[config.mk]
export PLATFORM = sky130hd
export DESIGN_NAME = tgps_div_cell
export DESIGN_NICKNAME = d
export VERILOG_FILES = /design/src/rtl/triangle_gradient_pixel_shader_top_defines.svh /design/src/rtl/tgps_pkg.sv /design/src/rtl/tgps_div_cell.sv
export SDC_FILE = /design/constraint.sdc
export NUM_CORES = 1
export LEC_CHECK = 0
export ABC_CLOCK_PERIOD_IN_PS = 2500
export BUFFER_PORTS_ARGS = -buffer_cell sky130_fd_sc_hd__buf_2
export CORE_MARGIN = 2
export CORE_UTILIZATION = 46
export DETAILED_ROUTE_END_ITERATION = 6
export GPL_TIMING_DRIVEN = 0
export PLACE_DENSITY = 0.78
export SYNTH_ARGS = -nofsm -noshare
export SYNTH_HDL_FRONTEND = slang
export SYNTH_SLANG_ARGS = --single-unit
[constraint.sdc]
create_clock -name clk -period 2.5 [get_ports clk]
set_clock_uncertainty 0.1 [all_clocks]
set_input_delay 0.125 -clock clk [delete_from_list [all_inputs] [get_ports clk]]
set_output_delay 0.125 -clock clk [all_outputs]
set_load 0.005 [all_outputs]
[src/rtl/triangle_gradient_pixel_shader_top_defines.svh]
// Assertion macros for the triangle gradient pixel shader.
// Included by the top level; needs a clock named clk and a reset named rst in scope.
`ifndef TRIANGLE_GRADIENT_PIXEL_SHADER_TOP_DEFINES_SVH
`define TRIANGLE_GRADIENT_PIXEL_SHADER_TOP_DEFINES_SVH

// Condition in one cycle implies a consequence in the same cycle.
`define TGPS_ASSERT_SAME(label, cond, cons, msg) \
  label: assert property (@(posedge clk) disable iff (rst) (cond) |-> (cons)) \
    else $error(msg);

// Condition in one cycle implies a consequence in the next cycle.
`define TGPS_ASSERT_NEXT(label, cond, cons, msg) \
  label: assert property (@(posedge clk) disable iff (rst) (cond) |=> (cons)) \
    else $error(msg);

// Condition implies a consequence a fixed number of cycles later.
`define TGPS_ASSERT_DELAY(label, cond, dly, cons, msg) \
  label: assert property (@(posedge clk) disable iff (rst) (cond) |-> ##dly (cons)) \
    else $error(msg);

`endif

[src/rtl/tgps_pkg.sv]
// Shared constants, types and helpers of the triangle gradient pixel shader.
// No dependencies; used by every module of the block.
package tgps_pkg;

  // Fixed-point constants of the triangle geometry.
  localparam longint WidthNum  = 11547005;
  localparam longint HeightNum = 8660254;
  localparam longint ScaleDen  = 10000000;
  localparam longint SpanDen   = 20000000;
  localparam int     ColorOne  = 'h100;
  localparam int     MaxDim    = 4096;

  // Reciprocals for division by constants, scaled by 2^RecipShift.
  localparam int RecipShift = 16;
  localparam int RecipW     = 17;
  localparam logic [RecipW-1:0] WidthRecip  = RecipW'((WidthNum << RecipShift) / ScaleDen);
  localparam logic [RecipW-1:0] HeightRecip = RecipW'((HeightNum << RecipShift) / ScaleDen);
  localparam logic [RecipW-1:0] SpanRecip   = RecipW'((WidthNum << RecipShift) / SpanDen);

  // Datapath widths.
  localparam int DimW     = 13;               // screen and triangle dimensions
  localparam int CoordW   = 12;               // pixel coordinates
  localparam int SqW      = 2 * DimW;         // squared distance
  localparam int RemW     = SqW + 1;          // square root working register
  localparam int RootW    = DimW;             // square root result bits, one cell each
  localparam int ColW     = 8;
  localparam int DivSteps = ColW + 1;         // quotient bits, one cell each
  localparam int NumW     = DimW + ColW;      // dividend of the colour division
  localparam int NumChan  = 3;

  // Configuration register indexes.
  typedef enum logic [0:0] {
    REG_SCREEN_WIDTH  = 1'b0,
    REG_SCREEN_HEIGHT = 1'b1
  } cfg_reg_t;

  // Triangle geometry derived from the screen size.
  typedef struct packed {
    logic            ok;
    logic [DimW-1:0] tw;
    logic [DimW-1:0] x1;
    logic [DimW-1:0] x2;
    logic [DimW-1:0] x3;
    logic [DimW-1:0] y1;
    logic [DimW-1:0] y2;
  } geom_t;

  // Control tag that travels beside the datapath.
  typedef struct packed {
    logic vld;
    logic ins;
  } tag_t;

  // Magnitude of a small signed difference.
  function automatic logic [DimW-1:0] abs_diff(input logic signed [DimW+1:0] a);
    logic signed [DimW+1:0] m;
    m = (a < 0) ? -a : a;
    return m[DimW-1:0];
  endfunction

endpackage

[src/rtl/tgps_div_cell.sv]
// One cell of the colour divider chain: resolves one quotient bit per cycle.
// Depends on tgps_pkg.
module tgps_div_cell #(
  parameter int SHIFT = 0
) (
  input  logic                          clk,
  input  logic [tgps_pkg::DimW-1:0]     den,
  input  logic [tgps_pkg::NumW-1:0]     rem_in,
  input  logic [tgps_pkg::DivSteps-1:0] q_in,
  output logic [tgps_pkg::NumW-1:0]     rem_out,
  output logic [tgps_pkg::DivSteps-1:0] q_out
);
  import tgps_pkg::*;

  localparam logic [DivSteps-1:0] QBit = DivSteps'(1) << SHIFT;

  logic [NumW-1:0] den_sh;

  // Divisor aligned to this cell's quotient bit.
  assign den_sh = NumW'(den) << SHIFT;

  always_ff @(posedge clk) begin
    if (rem_in >= den_sh) begin
      rem_out <= rem_in - den_sh;
      q_out   <= q_in | QBit;
    end else begin
      rem_out <= rem_in;
      q_out   <= q_in;
    end
  end

endmodule

# Word level (Yosys, flattened, before mapping)
# Index checks and enable logic that the tools add are counted.
# classes
add_sub_neg	1
order_cmp	1
muxes	1
# op_table
operator	n
$ge A21 B13 Y1	1
$mux W21	1
$sub A21 B13 Y21	1
# word_totals
reg_bits	30
out_inout_bits	30
word_cells	6

# Depth between registers and ports, before layout
# depth
word_depth	2
mapped_depth	10

# Worst setup path after synthesis
# OpenSTA, ideal clock, no wires.
# synth_timing
path_kind	input-to-reg
from	in den[12] (netlist bit)
to	reg rem_out[20] (netlist bit)
setup_time_ns	0.130
t_arrival_ns	1.836
required_ns	2.270
path_slack_ns	0.434
stages	9
path_cell_list	inv_1 ha_1 a211o_1 a311o_1 a31oi_1 nand3b_4 nand2_2 a211oi_1 xor2_1
# synth_via
elab_chain_cells	2
elab_cells_between_ends	3
cone_classes	1 x add/sub; 1 x order compare; 1 x mux
# synth_lines
item	line_no	source
start, declared	tgps_div_cell.sv:7	input logic [tgps_pkg::DimW-1:0] den,
$sub A21 B13 Y21 / $ge A21 B13 Y1 (equally long branches)	tgps_div_cell.sv:24, tgps_div_cell.sv:23	
$mux W21 (*)	tgps_div_cell.sv:23	if (rem_in >= den_sh) begin
end signal, assigned	tgps_div_cell.sv:24	rem_out <= rem_in - den_sh;
end signal, assigned	tgps_div_cell.sv:27	rem_out <= rem_in;
end, declared	tgps_div_cell.sv:10	output logic [tgps_pkg::NumW-1:0] rem_out,
# Mark *: on every way between the ends. The rest lies on a longest branch, timed or not.
# A chain may end at the register's enable or synchronous reset.

# Final worst setup path
# layout_timing
from	in rem_in[14] (netlist bit)
to	reg rem_out[3] (netlist bit)
# layout_via
elab_chain_cells	2
# layout_lines
item	line_no	source
start, declared	tgps_div_cell.sv:8	input logic [tgps_pkg::NumW-1:0] rem_in,
$ge A21 B13 Y1	tgps_div_cell.sv:23	
$mux W21	tgps_div_cell.sv:23	
# No other way between the ends.

==> results.md <==
- Status: completed
- DRT Pass-1 Iters: 4
- Leak: 1.22 nW
- Syn nets: 239
- Most common cell after layout, fill and taps aside: buf_2
- Core area: 0.00336 mm^2
- Reg area: 601 um^2
- Die height: 63.6 um
- Layout area overhead: 49.2%
- RSZ-0062 raised after global routing: no
- Worst min-delay path class: in -> reg
- Startpoint type of the worst setup path: input port
- Synth Area per Inst: 9.01 um^2
- WP buf/inv: 3
- DRC: 0
- ANT nets after route: 0
- Fin nets: 350
- CP Capture Type: flop
- DP HPWL: 2910 um
- Final core occ: 0.724
- Final instance area: 0.00243 mm^2
- I/O Buffers: 73
- Sw Pwr: 0.000370 W
- Post-synth top area cell: dfxtp_1
- Min-delay src: den[0]
- Avg WL per Cell: 12.6 um
- Post-synthesis sequential area ratio: 0.368
- GPL Wtd Cong: 0.876
- Max frequency: 415 MHz
- Flops & latches, synth: 30
- Gate power share: 0.305
- Library cells used by synthesis: 43
- CP delay by family, top: simple AND/OR/NAND/NOR gates
- Global route overflow: 0
- Antenna cells: 0
- DR vias/cell: 4.97
- FP Rows: 21
- Final Max Tran Viols: 0
- Crit-path cells: dlygate4sd3_1, buf_2, or4_1, or3_4, a31oi_4, nand3b_4, buf_4, mux2_2
- Post-synth EDFFs: 0
- Die width: 63.6 um
- Post-synth ARST share: 0
- CTS root buffer: clkbuf_4
- Flop pwr share: 0.445
- First-pass GRT wire length: 6970 um
- Sw frac: 0.297
- Largest net degree at the start of global routing: 11
- CTS tree: built
- Max_slew headroom: 0.666
- Total GRT Usage: 0.222
- Clock transition at path regs: 0.09 ns
- Syn. warnings: 0
- Worst-margin pin slew: 0.497 ns
- IO Pins: 74
- Multi-input gate area: 965 um^2
- Crit Path Category: in -> reg
- CTS Buffer Depth: 2
- Fillers: 279
- Final cycle utilization of the critical path: 0.965
- Critical path's largest stage delay: 0.60 ns
- Htree depth: 2
- Critical Path Start: rem_in[14]
- Setup TNS: 0 ns
- Final Setup Violations: 0
- Top cell type's share of synthesized area: 0.368
- Synth area leaders: dfxtp_1 37%, ha_1 10%, a21oi_1 5.5%
- Crit-path max FO: 6
- Top_reg_cell synth: dfxtp_1
- Pint: 0.000878 W
- Starting Density: 0.485
- Final min period: 2.41 ns
- Critical path required time: 2.63 ns
- Commonest cells after routing, fill and taps aside: 75 x buf_2, 30 x dlygate4sd3_1, 30 x dfxtp_1
- CTS Buf Count: 5
- Antenna violations before repair: 0
- Clk pwr share: 0.250
- Maxcap violations: 0
- Clock sink count: 30
- Via count: 1685
- Maximum vdd ir drop: 0.000331 V
- Placed inst area: 0.00205 mm^2
- Number of global-route vias before repair: 1606
- PD cells: 513 mW/mm^2
- First-iteration detailed-routing DRC count: 55
- Post-Synthesis Cells: 181
- Layout cell share with drive strength beyond 1: 0.321
- Final Hold Viols: 0
- Slowest-stage cell, CP: or4_1
- Detailed Route WL: 4270 um
- Die Area: 0.00404 mm^2
- Arrival time worst endpoint: 2.54 ns
- Synthesized area: 0.00163 mm^2
==> routing by layer <==
layer / share of wire / wire length, um / vias to the layer above / GRT usage
met4: 0.030 / 127 / 0 / 0.122
met2: 0.49 / 2070 / 62 / 0.371
met1: 0.43 / 1830 / 755 / 0.264
met3: 0.056 / 240 / 11 / 0.0464
li1: - / - / 857 / -
met5: 0 / 0 / - / 0
==> flip-flops by register name (all words and copies together) (netlist names) <==
name / count
q_out: 9
rem_out: 21
==> area by class of cell <==
cell class / count / area share
clock buffer: 6 / 0.0211
sequential: 30 / 0.247
buffer: 4 / 0.00720
inverter: 15 / 0.0231
clock inverter: 2 / 0.00514
multi-input combinational: 132 / 0.396
timing repair buffer: 104 / 0.277
tap: 46 / 0.0237
==> kinds of logic (layout without fill, tap and decap cells) <==
kind of cell	after synthesis	count (layout)	synth area share
xor gates and xnor gates	19	19	0.102
and+or+nand+nor	53	53	0.173
buffers and inverters	19	131	0.0452
DFF	30	30	0.368
adders and majority gates	14	14	0.112
muxes	3	3	0.0207
AOI/OAI and AO/OA	43	43	0.179
==> power by group through the flow <==
| stage | sequential, W | clock [W] | combinational, W |
|---|---|---|---|
| 3_5_place_dp | 0.000566 | 0 | 0.000337 |
| 3_3_place_gp | 0.000565 | 0 | 0.000329 |
| 2_1_floorplan | 0.000580 | 0 | 0.000188 |
| 6_report | 0.000556 | 0.000312 | 0.000380 |
| 4_1_cts | 0.000555 | 0.000324 | 0.000375 |
| 5_1_grt | 0.000562 | 0.000344 | 0.000417 |
==> worst paths after layout <==
check	end	cells past startpoint	slack (ns)
max	rem_out[3]	8	0.09
min	rem_out[0]	3	0.02
==> Yosys cell counts (all sizes together), types with 3 or more instances <==
library cell,instances
a21oi,18
ha,13
xnor2,9
o21ai,3
a21o,5
xor2,10
dfxtp,30
nor3,5
a31oi,3
nor2,21
o21a,3
or3,3
nand2,7
inv,15
mux2,3
==> what timing repair did <==
action                                 in CTS  in global routing
setup endpoints to repair                   0                  7
buffers inserted                            0                  1
endpoints found under the hold margin      30                  0
resized for setup                           0                  3
hold buffers                               30                  0
==> per-stage QoR <==
stage	instances	setup WS [ns]	hold slack [ns]	power, W
CTS	338	0.0161	0.00197	0.00125
global route	339	0.00284	0.0436	0.00132
detailed placement	300	0.00520	0.129	0.000903
finish	339	0.0884	0.0155	0.00125
global placement	300	0.0426	0.127	0.000895
floorplan	181	0.434	0.0527	0.000768
==> tightest hold or removal path: cells and delay by family <==
family | cells | cell delay, ns
compound gates | 1 | 0.06
fa+ha+maj | 1 | 0.14
buf+inv | 1 | 0.08
Note: power is estimated with default switching activity, not from simulation.
