--- src/rtl/triangle_gradient_pixel_shader_top_defines.svh ---
// Assertion macros for the triangle gradient pixel shader.
// Included by the top level; needs a clock named clk and a reset named rst in scope.
`ifndef TRIANGLE_GRADIENT_PIXEL_SHADER_TOP_DEFINES_SVH
`define TRIANGLE_GRADIENT_PIXEL_SHADER_TOP_DEFINES_SVH

// Condition in one cycle implies a consequence in the same cycle.
`define TGPS_ASSERT_SAME(label, cond, cons, msg) \
  label: assert property (@(posedge clk) disable iff (rst) (cond) |-> (cons)) \
    else $error(msg);

// Condition in one cycle implies a consequence in the next cycle.
`define TGPS_ASSERT_NEXT(label, cond, cons, msg) \
  label: assert property (@(posedge clk) disable iff (rst) (cond) |=> (cons)) \
    else $error(msg);

// Condition implies a consequence a fixed number of cycles later.
`define TGPS_ASSERT_DELAY(label, cond, dly, cons, msg) \
  label: assert property (@(posedge clk) disable iff (rst) (cond) |-> ##dly (cons)) \
    else $error(msg);

`endif

--- src/rtl/tgps_pkg.sv ---
// Shared constants, types and helpers of the triangle gradient pixel shader.
// No dependencies; used by every module of the block.
package tgps_pkg;

  // Fixed-point constants of the triangle geometry.
  localparam longint WidthNum  = 11547005;
  localparam longint HeightNum = 8660254;
  localparam longint ScaleDen  = 10000000;
  localparam longint SpanDen   = 20000000;
  localparam int     ColorOne  = 'h100;
  localparam int     MaxDim    = 4096;

  // Reciprocals for division by constants, scaled by 2^RecipShift.
  localparam int RecipShift = 16;
  localparam int RecipW     = 17;
  localparam logic [RecipW-1:0] WidthRecip  = RecipW'((WidthNum << RecipShift) / ScaleDen);
  localparam logic [RecipW-1:0] HeightRecip = RecipW'((HeightNum << RecipShift) / ScaleDen);
  localparam logic [RecipW-1:0] SpanRecip   = RecipW'((WidthNum << RecipShift) / SpanDen);

  // Datapath widths.
  localparam int DimW     = 13;               // screen and triangle dimensions
  localparam int CoordW   = 12;               // pixel coordinates
  localparam int SqW      = 2 * DimW;         // squared distance
  localparam int RemW     = SqW + 1;          // square root working register
  localparam int RootW    = DimW;             // square root result bits, one cell each
  localparam int ColW     = 8;
  localparam int DivSteps = ColW + 1;         // quotient bits, one cell each
  localparam int NumW     = DimW + ColW;      // dividend of the colour division
  localparam int NumChan  = 3;

  // Configuration register indexes.
  typedef enum logic [0:0] {
    REG_SCREEN_WIDTH  = 1'b0,
    REG_SCREEN_HEIGHT = 1'b1
  } cfg_reg_t;

  // Triangle geometry derived from the screen size.
  typedef struct packed {
    logic            ok;
    logic [DimW-1:0] tw;
    logic [DimW-1:0] x1;
    logic [DimW-1:0] x2;
    logic [DimW-1:0] x3;
    logic [DimW-1:0] y1;
    logic [DimW-1:0] y2;
  } geom_t;

  // Control tag that travels beside the datapath.
  typedef struct packed {
    logic vld;
    logic ins;
  } tag_t;

  // Magnitude of a small signed difference.
  function automatic logic [DimW-1:0] abs_diff(input logic signed [DimW+1:0] a);
    logic signed [DimW+1:0] m;
    m = (a < 0) ? -a : a;
    return m[DimW-1:0];
  endfunction

endpackage

--- src/rtl/tgps_sqrt_cell.sv ---
// One cell of the square root chain: resolves one root bit per cycle.
// Depends on tgps_pkg.
module tgps_sqrt_cell #(
  parameter int STEP = 0
) (
  input  logic                      clk,
  input  logic [tgps_pkg::SqW-1:0]  v_in,
  input  logic [tgps_pkg::RemW-1:0] r_in,
  output logic [tgps_pkg::SqW-1:0]  v_out,
  output logic [tgps_pkg::RemW-1:0] r_out
);
  import tgps_pkg::*;

  localparam logic [RemW-1:0] Bit = RemW'(1) << (2 * STEP);

  logic [RemW-1:0] trial;
  logic            take;

  // Trial subtraction of the current root plus this cell's bit.
  assign trial = r_in + Bit;
  assign take  = RemW'(v_in) >= trial;

  always_ff @(posedge clk) begin
    if (take) begin
      v_out <= SqW'(RemW'(v_in) - trial);
      r_out <= (r_in >> 1) + Bit;
    end else begin
      v_out <= v_in;
      r_out <= r_in >> 1;
    end
  end

endmodule

--- config.mk ---
export PLATFORM = sky130hd
export DESIGN_NAME = tgps_sqrt_cell
export DESIGN_NICKNAME = d
export VERILOG_FILES = /design/src/rtl/triangle_gradient_pixel_shader_top_defines.svh /design/src/rtl/tgps_pkg.sv /design/src/rtl/tgps_sqrt_cell.sv
export SDC_FILE = /design/constraint.sdc
export NUM_CORES = 1
export LEC_CHECK = 0
export BUFFER_PORTS_ARGS = -buffer_cell sky130_fd_sc_hd__buf_2
export CELL_PAD_IN_SITES_DETAIL_PLACEMENT = 1
export CELL_PAD_IN_SITES_GLOBAL_PLACEMENT = 2
export CORE_ASPECT_RATIO = 0.7
export CORE_UTILIZATION = 27
export CTS_BUF_LIST = sky130_fd_sc_hd__clkbuf_4 sky130_fd_sc_hd__clkbuf_8
export DETAILED_ROUTE_END_ITERATION = 16
export PLACE_DENSITY_LB_ADDON = 0.1
export SLEW_MARGIN = 10
export SYNTH_ARGS = -nofsm -noshare
export SYNTH_HDL_FRONTEND = slang
export SYNTH_SLANG_ARGS = --single-unit
--- constraint.sdc ---
create_clock -name clk -period 4.05 [get_ports clk]
set_clock_uncertainty 0.05 [all_clocks]
set_input_delay 0.2025 -clock clk [delete_from_list [all_inputs] [get_ports clk]]
set_output_delay 0.2025 -clock clk [all_outputs]
set_load 0.005 [all_outputs]
# Word-level counts from Yosys, hierarchy flattened

Cells that the tools add are included.

Bits of input ports: 54
Logic and storage cells: 9
Output and inout bits: 53
Register bits after elaboration: 53

$lt $le $gt $ge: 1
Add/sub/neg operators: 3
Multiplexer cells: 2

Operators by type and width:

| kind                  | number |
|---|---|
| $mux 26               | 2 |
| $add 26x1->27 const B | 1 |
| $add 27x1->27 const B | 1 |
| $ge 26x27->1          | 1 |
| $sub 26x26->26        | 1 |

# Longest topological paths before layout

Depth after elaboration: 3
Mapped depth: 22
Gate-level depth less buffers: 18

# Least setup slack after synthesis

No wires, ideal clock.

Path kind: input port to flip-flop
Start point: input port r_in[3] (netlist name)
End point: register v_out[0] (netlist name)
Required time: 3.872 ns
Stages: 20
Data arrival time: 4.221 ns
Path slack: -0.349 ns
Path buffers: 5
Path through: clkbuf_1 > nand2_1 > nor3_1 > nand2_1 > nor2_1 > and3_1 > clkbuf_1 > and3_1 > nand2_1 > xor2_1 > ha_1 > a21o_1 > a21oi_1 > o221a_2 > nor4b_1 > a21o_1 > buf_6 > buf_6 > clkbuf_1 > o21ai_0

Longest elaborated chain between the ends: 3

RTL lines:

| item                   | line                 | RTL |
|---|---|---|
| start: declaration     | tgps_sqrt_cell.sv:8  | `input logic [tgps_pkg::RemW-1:0] r_in,` |
| $add 27x1->27          | tgps_sqrt_cell.sv:20 | `assign trial = r_in + Bit;` |
| $ge 26x27->1           | tgps_sqrt_cell.sv:21 | `assign take = RemW'(v_in) >= trial;` |
| $mux 26                | tgps_sqrt_cell.sv:24 | `if (take) begin` |
| end signal: assignment | tgps_sqrt_cell.sv:25 | `v_out <= SqW'(RemW'(v_in) - trial);` |
| end signal: assignment | tgps_sqrt_cell.sv:28 | `v_out <= v_in;` |
| end: declaration       | tgps_sqrt_cell.sv:9  | `output logic [tgps_pkg::SqW-1:0] v_out,` |

Every way passes these cells.
A chain may end at the register's enable or synchronous reset.

# Worst setup path in the final report

Start point: input port r_in[6] (netlist name)
End point: register r_out[11] (netlist name)

Longest elaborated chain between the ends: 3
Elaborated cells on any way between the ends: 4
Those cells by class: add/sub (2); order compare (1); mux (1)

RTL lines:

| item                   | line                 | RTL |
|---|---|---|
| $add 27x1->27          | tgps_sqrt_cell.sv:20 |  |
| $ge 26x27->1           | tgps_sqrt_cell.sv:21 |  |
| $mux 26 (*)            | tgps_sqrt_cell.sv:24 |  |
| end signal: assignment | tgps_sqrt_cell.sv:26 | `r_out <= (r_in >> 1) + Bit;` |
| end signal: assignment | tgps_sqrt_cell.sv:29 | `r_out <= r_in >> 1;` |
| end: declaration       | tgps_sqrt_cell.sv:10 | `output logic [tgps_pkg::RemW-1:0] r_out` |

Mark *: on every way between the ends. The rest lies on a longest branch, timed or not.

==> results <==
- The initialized floorplan defines 34 standard-cell rows.
- Across the VDD grid, the largest voltage drop is approximately 0.18 mV.
- The clock tree from TritonCTS is done.
- The final layout contains 681 nets.
- The largest fanout on the critical path is 28.
- The worst setup path is captured at a flip-flop.
- The total global routing track utilization is between 10% and 20%.
- The effective utilization at floorplan is approximately 28%.
- The setup fix buffers added after clock tree synthesis is 0.
- Setup violations remaining at the end of the flow were counted as 0.
- Traced cell by cell, the critical path runs through buf_2, nand4_2, or4_1, or2_2, xor2_1, ha_1, a21o_1, a21o_1, a21oi_1, o221a_2, nor4b_4, a21o_2, buf_12, nor4_1, xor2_1.
- In the final routed layout, each cell accounts on average for ~16 um.
- The detailed-route wire length is approximately 13 mm.
- In the global route stage, met2 resource usage came out at ~28%.
- The routed design could run at a clock period as short as roughly 3.8 ns.
- In this run the static leakage power is 0.002272 uW.
- The worst pin sits at a relative slew slack of ~57%.
- The number of buffers created by CTS is 5.
- The met1 capacity usage during global routing is a little over a quarter.
- The number of buffer cells added on primary ports is around 110.
- The final max-slew violation count is 0.
- The die covers between 0.01 and 0.015 mm2.
- The buffer and inverter count on the worst path is 2.
- The clock slew at the register clock pins of the worst setup and hold paths is ~0.12 ns.
- Counting flops with a built-in enable in the synthesized netlist gives 0.
- Setup repair after global routing left no endpoint under its margin.
- Measured on the finished design, the core utilization comes to around two fifths.
- The area share of the largest cell type after synthesis is between 20% and 30%.
- The first-pass detailed-route iteration total is 4.
- The count of cell types in the netlist is a little over 50.
- The region available for standard cell placement spans ~0.013 mm2.
- The count of final hold-check violations is 0.
- The boundary pin count is between 100 and 150.
- The final worst-path cycle share is 92.60%.
- The worst slack on hold paths is around 0.037 ns.
- The repair_antennas step left the layout with diodes totalling 0.
- The detail route stage leaves a number of antenna-violating nets equal to 0.
- The count of unresolved DRC violations after routing is 0.
- The post-placement cell area is about 0.0047 mm2.
- Data on the critical path arrives at its endpoint at about 3.9 ns.
- The final global-route overflow total is 0.
- Cells with a size suffix above 1 make up 30.55% of the layout.
- The flip-flop and latch count after synthesis is between 50 and 60.
- The global routing stage identified its most utilized layer as met2.
- The maximum achievable frequency is 266.7 MHz.
- Summing all non-filler instances in the final layout gives an area of around 0.005 mm2.
- At the pin with the least slew margin, the transition time is between 0.6 and 0.7 ns.
- The first global-routing pass estimated 20.06 mm of wire.
- The number of nets handed over by synthesis was between 500 and 600.
- The worst hold path class is input pin to flip-flop.
- At the end of routability-driven placement, the weighted congestion stood at roughly 0.88.
- After clock tree synthesis, the repair step resized 0 gates.
- By area the synthesized netlist is led by sky130_fd_sc_hd__dfxtp_1 29%, sky130_fd_sc_hd__ha_1 9.7%, sky130_fd_sc_hd__xnor2_1 8.0%, sky130_fd_sc_hd__xor2_1 7.7%, sky130_fd_sc_hd__nand2_1 6.8%.
- The starting DRC count in detailed routing is ~130.
- The die outline width is approximately 140 um.
- The share of synthesized flip-flops with an asynchronous set or reset is 0%.
- The number of fill cells is 1600.
- After synthesis, flip-flops and latches occupy approximately 30% of the total area.
- The kind of critical path is input pin to flip-flop.
- The number of antenna violations at the first check in global routing is 0.
- Entering global routing, the biggest net connects 34 pins.
- The longest individual stage delay on the worst path is 0.61 ns.
- For this run, the number of Yosys warnings is 0.
- The root buffer cell is sky130_fd_sc_hd__clkbuf_8.
- The startpoint type of the worst setup path is an input pin.
- The ratio of routed vias to standard cells is between 4 and 5.
- The floorplan step set the die height to between 90 and 100 um.
- The flow ran to the end, and the final reports show no timing, DRC or antenna violations.
- Summing over every cut layer, the via total after detailed routing is roughly 3700.
- Detailed placement ended at an HPWL of between 10 and 15 mm.
- For this design the ratio of total power to cell area is around 300 mW/mm2.
- By count the netlist is led by 66 x sky130_fd_sc_hd__nand2_1, 53 x sky130_fd_sc_hd__dfxtp_1, 33 x sky130_fd_sc_hd__xnor2_1.
- The library cell contributing the largest single delay on the critical path is sky130_fd_sc_hd__or4_1.
- The number of H-tree branching levels is 2.
- The cts-stage hold buffer count is 0.
- The primary flip-flop cell chosen by synthesis mapping is sky130_fd_sc_hd__dfxtp_1.
- The worst hold path passes through 3 cells.
- The growth of design area from synthesis to finish is 34.45%.
- The required time of the critical path is 4.21 ns.
- CTS saw 53 sinks.
- The family with the most delay on the worst path is simple AND/OR/NAND/NOR gates.
- The post-synthesis cell area is around 0.0036 mm2.
- The worst setup slack after layout is between 0.2 and 0.3 ns.
- By instance count, the leading cell after synthesis is sky130_fd_sc_hd__nand2_1.
- The met3 demand-to-capacity share in global routing is 3.887%.
- The number of global-route vias before repair was just under 4000.
- The cell type with the highest aggregate area in the netlist is sky130_fd_sc_hd__dfxtp_1.
- The number of standard cells after synthesis is between 400 and 500.
- The number of logic stages on the critical path including buffering is 15.
- The tool flagged a number of max-cap violations equal to 0.
- The largest buffer count on any clock path is 2.
- The post-placement setup slack is -0.2332 ns.
- Each instance of the synthesized netlist takes up on average slightly above 8 um2.
==> layout make-up <==
| cell class | instances | area, um2 | area share [%] |
|---|---|---|---|
| Tap cell | 162 | 202.7 | 4.168 |
| Multi-Input combinational cell | 357 | 2425 | 49.86 |
| Timing Repair Buffer | 164 | 991.0 | 20.38 |
| Clock inverter | 2 | 37.54 | 0.7718 |
| Clock buffer | 6 | 82.58 | 1.698 |
| Inverter | 17 | 63.81 | 1.312 |
| Sequential cell | 53 | 1061 | 21.82 |
==> layer usage <==
| metal | wire length [um] | up-vias |
|---|---|---|
| met3 | 593 | 7 |
| li1 | - | 1880 |
| met1 | 6895 | 1735 |
| met2 | 4914 | 80 |
| met4 | 105 | 0 |
| met5 | 0 | - |
==> sequential cells by signal (all words and copies together), names as in the netlist <==
name and cells:
v_out 26, r_out 27
==> metrics by stage <==
step	total power [uW]	TNS (ns)	std cells
6_report	1474	0	761
5_1_grt	1575	0	761
4_1_cts	1496	0	761
3_5_place_dp	1080	-3.536	753
3_3_place_gp	1073	-0.9265	753
2_1_floorplan	859.0	0	446
==> power by group <==
part | leakage [uW] | internal [uW] | switching [uW]
sequential | 0.000447 | 570 | 11.7
combinational | 0.00177 | 226 | 261
clock | 0.0000574 | 202 | 203
total | 0.00227 | 998 | 476
==> tightest hold or removal path: stages <==
cell and delay [ns]:
sky130_fd_sc_hd__buf_2 0.09, sky130_fd_sc_hd__nand2_1 0.04, sky130_fd_sc_hd__o21ai_0 0.06
==> placed cells by master (no fill, tap or decap), types with 11 or more instances in the layout <==
master and instances:
sky130_fd_sc_hd__xnor2_1 33, sky130_fd_sc_hd__buf_2 106, sky130_fd_sc_hd__nand3_1 13, sky130_fd_sc_hd__xor2_1 32, sky130_fd_sc_hd__a21oi_1 14, sky130_fd_sc_hd__inv_1 17, sky130_fd_sc_hd__dfxtp_1 53, sky130_fd_sc_hd__nand4_1 17
sky130_fd_sc_hd__a21o_1 11, sky130_fd_sc_hd__o21ai_0 29, sky130_fd_sc_hd__nand2_1 66, sky130_fd_sc_hd__nor2_1 24, sky130_fd_sc_hd__ha_1 28, sky130_fd_sc_hd__buf_4 56
==> path summary, 6_finish.rpt <==
check | to | start | slack, ns
worst min-delay path | v_out[2] | v_in[2] | 0.04
worst max-delay path | r_out[11] | r_in[6] | 0.30
==> cell families after synthesis <==
| group | after synthesis | synth area share [%] |
|---|---|---|
| AOI/OAI and AO/OA | 91 | 16.50 |
| xor gates and xnor gates | 65 | 15.74 |
| adders and majority gates | 29 | 10.24 |
| buffers and inverters | 36 | 4.427 |
| DFF | 53 | 29.33 |
| muxes | 1 | 0.2767 |
| and+or+nand+nor | 171 | 23.49 |
Note: power is estimated with default switching activity, not from simulation.
