===== src/rtl/triangle_gradient_pixel_shader_top_defines.svh =====
// Assertion macros for the triangle gradient pixel shader.
// Included by the top level; needs a clock named clk and a reset named rst in scope.
`ifndef TRIANGLE_GRADIENT_PIXEL_SHADER_TOP_DEFINES_SVH
`define TRIANGLE_GRADIENT_PIXEL_SHADER_TOP_DEFINES_SVH

// Condition in one cycle implies a consequence in the same cycle.
`define TGPS_ASSERT_SAME(label, cond, cons, msg) \
  label: assert property (@(posedge clk) disable iff (rst) (cond) |-> (cons)) \
    else $error(msg);

// Condition in one cycle implies a consequence in the next cycle.
`define TGPS_ASSERT_NEXT(label, cond, cons, msg) \
  label: assert property (@(posedge clk) disable iff (rst) (cond) |=> (cons)) \
    else $error(msg);

// Condition implies a consequence a fixed number of cycles later.
`define TGPS_ASSERT_DELAY(label, cond, dly, cons, msg) \
  label: assert property (@(posedge clk) disable iff (rst) (cond) |-> ##dly (cons)) \
    else $error(msg);

`endif


===== src/rtl/tgps_pkg.sv =====
// Shared constants, types and helpers of the triangle gradient pixel shader.
// No dependencies; used by every module of the block.
package tgps_pkg;

  // Fixed-point constants of the triangle geometry.
  localparam longint WidthNum  = 11547005;
  localparam longint HeightNum = 8660254;
  localparam longint ScaleDen  = 10000000;
  localparam longint SpanDen   = 20000000;
  localparam int     ColorOne  = 'h100;
  localparam int     MaxDim    = 4096;

  // Reciprocals for division by constants, scaled by 2^RecipShift.
  localparam int RecipShift = 16;
  localparam int RecipW     = 17;
  localparam logic [RecipW-1:0] WidthRecip  = RecipW'((WidthNum << RecipShift) / ScaleDen);
  localparam logic [RecipW-1:0] HeightRecip = RecipW'((HeightNum << RecipShift) / ScaleDen);
  localparam logic [RecipW-1:0] SpanRecip   = RecipW'((WidthNum << RecipShift) / SpanDen);

  // Datapath widths.
  localparam int DimW     = 13;               // screen and triangle dimensions
  localparam int CoordW   = 12;               // pixel coordinates
  localparam int SqW      = 2 * DimW;         // squared distance
  localparam int RemW     = SqW + 1;          // square root working register
  localparam int RootW    = DimW;             // square root result bits, one cell each
  localparam int ColW     = 8;
  localparam int DivSteps = ColW + 1;         // quotient bits, one cell each
  localparam int NumW     = DimW + ColW;      // dividend of the colour division
  localparam int NumChan  = 3;

  // Configuration register indexes.
  typedef enum logic [0:0] {
    REG_SCREEN_WIDTH  = 1'b0,
    REG_SCREEN_HEIGHT = 1'b1
  } cfg_reg_t;

  // Triangle geometry derived from the screen size.
  typedef struct packed {
    logic            ok;
    logic [DimW-1:0] tw;
    logic [DimW-1:0] x1;
    logic [DimW-1:0] x2;
    logic [DimW-1:0] x3;
    logic [DimW-1:0] y1;
    logic [DimW-1:0] y2;
  } geom_t;

  // Control tag that travels beside the datapath.
  typedef struct packed {
    logic vld;
    logic ins;
  } tag_t;

  // Magnitude of a small signed difference.
  function automatic logic [DimW-1:0] abs_diff(input logic signed [DimW+1:0] a);
    logic signed [DimW+1:0] m;
    m = (a < 0) ? -a : a;
    return m[DimW-1:0];
  endfunction

endpackage


===== src/rtl/tgps_geom.sv =====
// Triangle geometry from the configured screen size, in three register stages.
// Depends on tgps_pkg.
module tgps_geom (
  input  logic                      clk,
  input  logic [tgps_pkg::DimW-1:0] screen_width,
  input  logic [tgps_pkg::DimW-1:0] screen_height,
  output tgps_pkg::geom_t           geom
);
  import tgps_pkg::*;

  localparam int ProdW = DimW + 24;
  localparam int RecW  = DimW + RecipW;

  logic [DimW-1:0]  sw, sh;
  logic [DimW-1:0]  sw1, sh1, qw1, qh1;
  logic [ProdW-1:0] pw1, ph1;
  logic [DimW-1:0]  sw2, sh2, tw2, th2;
  logic [DimW-1:0]  tw, th, x1, x3, y2;
  logic [DimW:0]    xsum;

  // Saturate the screen size to the largest supported dimension.
  assign sw = (32'(screen_width) > MaxDim) ? DimW'(MaxDim) : screen_width;
  assign sh = (32'(screen_height) > MaxDim) ? DimW'(MaxDim) : screen_height;

  // Stage one: exact products and reciprocal estimates of the quotients.
  always_ff @(posedge clk) begin
    sw1 <= sw;
    sh1 <= sh;
    pw1 <= ProdW'(sh) * ProdW'(WidthNum);
    ph1 <= ProdW'(sw) * ProdW'(HeightNum);
    qw1 <= DimW'((RecW'(sh) * RecW'(WidthRecip)) >> RecipShift);
    qh1 <= DimW'((RecW'(sw) * RecW'(HeightRecip)) >> RecipShift);
  end

  // Stage two: the estimate is at most one low, so one compare corrects it.
  always_ff @(posedge clk) begin
    sw2 <= sw1;
    sh2 <= sh1;
    tw2 <= qw1 + DimW'((ProdW'(qw1) + ProdW'(1)) * ProdW'(ScaleDen) <= pw1);
    th2 <= qh1 + DimW'((ProdW'(qh1) + ProdW'(1)) * ProdW'(ScaleDen) <= ph1);
  end

  // Stage three: clamp to the screen and place the corners.
  assign tw   = (tw2 > sw2) ? sw2 : tw2;
  assign th   = (th2 > sh2) ? sh2 : th2;
  assign x1   = (sw2 - tw) >> 1;
  assign x3   = x1 + tw - DimW'(1);
  assign xsum = (DimW+1)'(x1) + (DimW+1)'(x3);
  assign y2   = (sh2 - th) >> 1;

  always_ff @(posedge clk) begin
    geom.ok <= (tw != '0) && (th != '0);
    geom.tw <= tw;
    geom.x1 <= x1;
    geom.x2 <= xsum[DimW:1];
    geom.x3 <= x3;
    geom.y2 <= y2;
    geom.y1 <= y2 + th - DimW'(1);
  end

endmodule


===== config.mk =====
export PLATFORM = sky130hd
export DESIGN_NAME = tgps_geom
export DESIGN_NICKNAME = d
export VERILOG_FILES = /design/src/rtl/triangle_gradient_pixel_shader_top_defines.svh /design/src/rtl/tgps_pkg.sv /design/src/rtl/tgps_geom.sv
export SDC_FILE = /design/constraint.sdc
export NUM_CORES = 2
export LEC_CHECK = 0
export ABC_AREA = 1
export ABC_CLOCK_PERIOD_IN_PS = 11700
export BUFFER_PORTS_ARGS = -buffer_cell sky130_fd_sc_hd__buf_4
export CELL_PAD_IN_SITES_DETAIL_PLACEMENT = 1
export CELL_PAD_IN_SITES_GLOBAL_PLACEMENT = 1
export CORE_ASPECT_RATIO = 0.5
export CORE_UTILIZATION = 45
export CTS_CLUSTER_SIZE = 24
export DETAILED_ROUTE_END_ITERATION = 16
export GPL_ROUTABILITY_DRIVEN = 0
export PLACE_DENSITY_LB_ADDON = 0.1
export SETUP_SLACK_MARGIN = 0.1
export SYNTH_ARGS = -nofsm -noshare
export SYNTH_HDL_FRONTEND = slang
export SYNTH_SLANG_ARGS = --single-unit

===== constraint.sdc =====
create_clock -name clk -period 11.7 [get_ports clk]
set_input_delay 1.17 -clock clk [delete_from_list [all_inputs] [get_ports clk]]
set_output_delay 1.17 -clock clk [all_outputs]
set_load 0.005 [all_outputs]

After elaboration in Yosys (flattened, before gate mapping)
Cells that the tools add are included.
{"block": "op_classes", "bitwise": 0, "div": 0, "add_sub_neg": 11, "n_mux": 4, "n_reduce_logical": 3, "shift": 0, "magnitude_cmp": 6, "multipliers": 6, "eq_ne": 0}
{"cell": "$le 37x37->1", "n": 2}
{"cell": "$mul 14x17->30 const B", "n": 2}
{"cell": "$mux 13", "n": 4}
{"cell": "$mul 13x24->37 const B", "n": 1}
{"cell": "$mul 13x23->36 const B", "n": 1}
{"cell": "$mul 13x16->29 const B", "n": 1}
{"cell": "$add 13x1->14 const B", "n": 2}
{"cell": "$mul 13x16->28 const B", "n": 1}
{"cell": "$add 12x13->13", "n": 2}
{"cell": "$add 13x1->13", "n": 2}
{"cell": "$gt 13x13->1", "n": 2}
{"cell": "$gt 13x13->1 const B", "n": 2}
{"cell": "$reduce_bool 13->1", "n": 2}
{"cell": "$sub 13x1->13 const B", "n": 2}
{"cell": "$sub 13x13->13", "n": 2}
{"cell": "$add 12x13->14", "n": 1}
{"cell": "$logic_and 1x1->1", "n": 1}
{"block": "totals", "latch_bits": 0, "mem_bits_rw": 0, "memories": 0, "mem_bits_ro": 0, "register_bits": 254, "out_inout_bits": 79, "elab_cells": 47}

Depth between registers and ports, before layout
{"block": "depth", "depth_word": 6, "mapped_depth": 44, "ltp_nobuf": 44}

Least setup slack after synthesis
No wires, ideal clock.
{"block": "synth_timing", "path_kind": "flip-flop to flip-flop", "from": "reg qh1[0]", "to": "reg th2[12]", "stages_incl_launch_ff": 37, "slack_ps": 4346, "arrival_time_ps": 7281, "required_ps": 11627, "setup_ps": 73, "cell_sequence": "dfxtp_1 -> nand3_1 -> nor2_4 -> nand2_4 -> nor4_1 -> ha_1 -> fa_1 -> inv_1 -> fa_1 -> inv_1 -> fa_1 -> fa_1 -> inv_1 -> fa_1 -> inv_1 -> ha_1 -> nand2_1 -> nor4_1 -> nand3_1 -> o21ai_0 -> xor2_1 -> ha_1 -> nand2_1 -> inv_1 -> nand3_1 -> inv_1 -> nand4_1 -> nor3_1 -> nand3_1 -> nand3_1 -> nand2_1 -> ha_1 -> ha_1 -> nand2_1 -> inv_1 -> nand3_1 -> xor2_1"}
{"block": "synth_via", "elab_chain_cells": 4}
{"element": "start, declared", "line": "tgps_geom.sv:15", "text": "logic [DimW-1:0] sw1, sh1, qw1, qh1;"}
{"element": "start signal, assigned", "line": "tgps_geom.sv:32", "text": "qh1 <= DimW'((RecW'(sw) * RecW'(HeightRecip)) >> RecipShift);"}
{"element": "$add 13x1->14", "line": "tgps_geom.sv:40", "text": "th2 <= qh1 + DimW'((ProdW'(qh1) + ProdW'(1)) * ProdW'(ScaleDen) <= ph1);"}
{"element": "$mul 14x17->30", "line": "tgps_geom.sv:40"}
{"element": "$le 37x37->1", "line": "tgps_geom.sv:40"}
{"element": "$add 13x1->13 *", "line": "tgps_geom.sv:40"}
{"element": "end signal, assigned", "line": "tgps_geom.sv:40"}
{"element": "end, declared", "line": "tgps_geom.sv:17", "text": "logic [DimW-1:0] sw2, sh2, tw2, th2;"}
Every way passes the cells marked *; elsewhere a longest branch is shown, timed or not.

Final worst setup path
{"block": "layout_timing", "from": "reg qw1[0]", "to": "reg tw2[9]"}
{"block": "layout_via", "elab_chain_cells": 4}
{"element": "start, declared", "line": "tgps_geom.sv:15"}
{"element": "start signal, assigned", "line": "tgps_geom.sv:31", "text": "qw1 <= DimW'((RecW'(sh) * RecW'(WidthRecip)) >> RecipShift);"}
{"element": "$add 13x1->14", "line": "tgps_geom.sv:39", "text": "tw2 <= qw1 + DimW'((ProdW'(qw1) + ProdW'(1)) * ProdW'(ScaleDen) <= pw1);"}
{"element": "$mul 14x17->30", "line": "tgps_geom.sv:39"}
{"element": "$le 37x37->1", "line": "tgps_geom.sv:39"}
{"element": "$add 13x1->13 *", "line": "tgps_geom.sv:39"}
{"element": "end signal, assigned", "line": "tgps_geom.sv:39"}
{"element": "end, declared", "line": "tgps_geom.sv:17"}
Marks and branches as above.

==> metrics.md <==
| Metric | Value |
|---|---|
| Syn avg cell area | 8.32 um2 |
| Most frequent cells in the layout | inv_1 (1,070), ha_1 (814), nand2_1 (590) |
| Vias/cell | 5.17 |
| RSZ-0062 raised after global routing | no |
| Worst Max-Slew Pin Slew | 1.03 ns |
| Post-DP HPWL | 95.1 mm |
| Largest net degree at the start of global routing | 17 |
| Slew Limit Fails | 0 |
| Routed WL | 108 mm |
| Xor/xnor share of the synthesized area | 5.62% |
| Critical path data arrival time | 9.27 ns |
| Initial antenna violation count | 1 |
| Die width | 405 um |
| Mapped Cells | 4,393 |
| Ant diodes | 0 |
| GR Layer Usage met3 | 2.87% |
| Clock transition at the registers of the reported paths | 0.07 ns |
| Num CTS Buffers | 28 |
| Layout area overhead | 8.39% |
| Final Hold Fails | 0 |
| CP Launch Type | register |
| Max cap viols | 0 |
| Total GRT Usage | 26.6% |
| Share of flip-flops with an asynchronous set or reset | 0% |
| Critical path required time | 12.18 ns |
| Synthesized area | 36,600 um2 |
| Crit. End Element | register |
| Slowest-stage cell, CP | dfxtp_1 |
| Worst Hold Class | register to register |
| Synth Flop Type | dfxtp_1 |
| Adder-Cell Fraction of Synth Area | 47.9% |
| I/O pin count | 106 |
| Hold EP | sh2[6] |
| Run status | complete, no violations |
| Initial DRC Count | 1,313 |
| PortBufs | 103 |
| Reg2reg path depth | 36 |
| Largest stage delay on the critical path | 0.66 ns |
| Post-synthesis compound-gate area fraction | 7.91% |
| Layer with the highest usage | met2 |
| FMAX | 114 MHz |
| Cell Rows | 73 |
| Vias in the first global route | 31,700 |
| Post-CTS setup buffers | 0 |
| Clock tree buffer depth | 3 |
| Max_slew headroom | 30.9% |
| Grt ovf | 0 |
| Crit Path Category | register to register |
| Core box area | 79,900 um2 |
| Mux cell area share after synthesis | 0% |
| Worst skew pair latency | 0.59 ns |
| Met1 Usage GRT | 35.6% |
| Initial core utilization | 45.8% |
| DR pass1 iterations | 4 |
| Total die area | 82,500 um2 |
| Final setup fails | 0 |
| Clock tree root driver cell | clkbuf_16 |
| Register area share after synthesis | 13.7% |
| Tmin final | 8.80 ns |
| Clock skew | 0.0218 ns |
| Post-CTS sizing | 0 |
| R2R Path Start | qw1[0] |
| YS warnings | 0 |
| Post-cts hold buffer count | 0 |
| CP max FO | 8 |
| R2R Path End | tw2[9] |
| Hold path cells | 0 |
| EDFF count, synth | 0 |
| H-tree depth | 1 |
| Flop and latch count out of synthesis | 251 |
| Yosys top cell area share | 27.9% |
| Layout cells sized above 1 | 5.08% |
| Worst hold start | sh1[6] |
| Most common cell after layout, fill and taps aside | inv_1 |
| Largest family of logic cells by synthesized area | adder cells |
| First-pass GRT wire length | 172 mm |
| Number of routed nets with antenna violations | 0 |
| CTS tree | built |
| Synth Area in Simple Gates | 13.4% |
| Via Count | 29,100 |
| Final nets | 5,731 |
| Final TNS setup | 0 ns |
| Cell variety after synth | 55 |
| Sink Count | 251 |
| CP most frequent cell | inv_1 |
| Synth area leader | ha_1 |
| Final period util | 75.2% |
| Synth top area cells | ha_1 (28%), fa_1 (20%), dfxtp_1 (14%) |
| # DRC | 0 |
| Global Route met2 Usage | 46.2% |
| Worst R2R Setup Slack | 2.90 ns |
| Die span in y | 204 um |
| DR WL/cell | 19.1 um |
[area by class of cell]
type	instances	area [um2]
Clock buffer	33	739
Clock inverter	17	211
Fill cell	9706	40300
Inverter	1073	4030
Multi-Input combinational cell	3056	27400
Sequential cell	251	5020
Tap cell	1087	1360
Timing Repair Buffer	113	848
[worst max-delay path, delay by kind of cell (launching register included)]
| kind | cells | cell delay (ns) |
|---|---|---|
| adder cells (fa/ha/maj) | 9 | 3.52 |
| AND/OR/NAND/NOR | 14 | 2.47 |
| buffers and inverters | 7 | 0.83 |
| AO/OA/AOI/OAI | 3 | 0.67 |
| flip-flops | 1 | 0.66 |
| XOR/XNOR | 3 | 0.49 |
[synth_stat cells (all sizes together) (8+ instances only)]
library cell and count:
nor3 45, nand3 141, a21oi 267, xnor2 72, o211ai 12, buf 8
ha 814, nand2 619, nor4 19, inv 1072, a21boi 8, xor2 161
a31oi 16, nand3b 8, o21a 10, o21bai 19, nand4 42, clkbuf 12
or2 9, dfxtp 251, nor2 229, fa 367, o21ai 123, a21o 29
[cell families (layout without fill, tap and decap cells)]
kind of cell / after synthesis / count (layout)
compound gates: 511 / 511
xor+xnor: 233 / 233
fa+ha+maj: 1181 / 1181
buf+inv: 1093 / 1236
flops: 251 / 251
other cells: 2 / 9
simple gates: 1122 / 1122
[worst max-delay path by stage]
stage                     startpoint      end  slack [ns]  depth (start not counted)
after detailed placement      qw1[0]   tw2[9]        2.90                         36
after floorplan               qh1[0]  th2[12]        4.35                         36
after CTS                     qw1[0]   tw2[9]        2.85                         36
final                         qw1[0]   tw2[9]        2.90                         36
after global placement        qw1[0]   tw2[8]        3.32                         37
after global routing          qw1[0]   tw2[9]        2.21                         36
[per-stage QoR]
| step | cell area (um2) | util (%) | instances | setup slack [ns] | hold slack [ns] |
|---|---|---|---|---|---|
| 6_report | 39600 | 49.6 | 5630 | 2.90 | 0.326 |
| 5_1_grt | 39600 | 49.6 | 5630 | 2.21 | 0.331 |
| 2_1_floorplan | 36600 | - | 4400 | 4.35 | 0.310 |
| 3_3_place_gp | 38700 | 48.4 | 5580 | 3.32 | 0.310 |
| 4_1_cts | 39600 | 49.6 | 5630 | 2.85 | 0.330 |
| 3_5_place_dp | 38700 | 48.4 | 5580 | 2.90 | 0.313 |
[state kept, by name, summed over array words and instances, names as in the netlist]
register and cells:
tw2 13, th2 13, ph1 35, sh2 13
sw2 13, sw1 13, qw1 13, sh1 11
qh1 13, pw1 37, geom 77
[per-layer routing]
metal	vias to the layer above	share of wire, %	wire, um
met5	-	0	0
met3	136	3.2	3470
met1	14400	47	50400
met4	0	2.5	2670
li1	14200	-	-
met2	403	47	51000
Power is left out: the tool's default activity adds up to more than one toggle a clock period on the data nets, which glitch-free logic cannot reach.
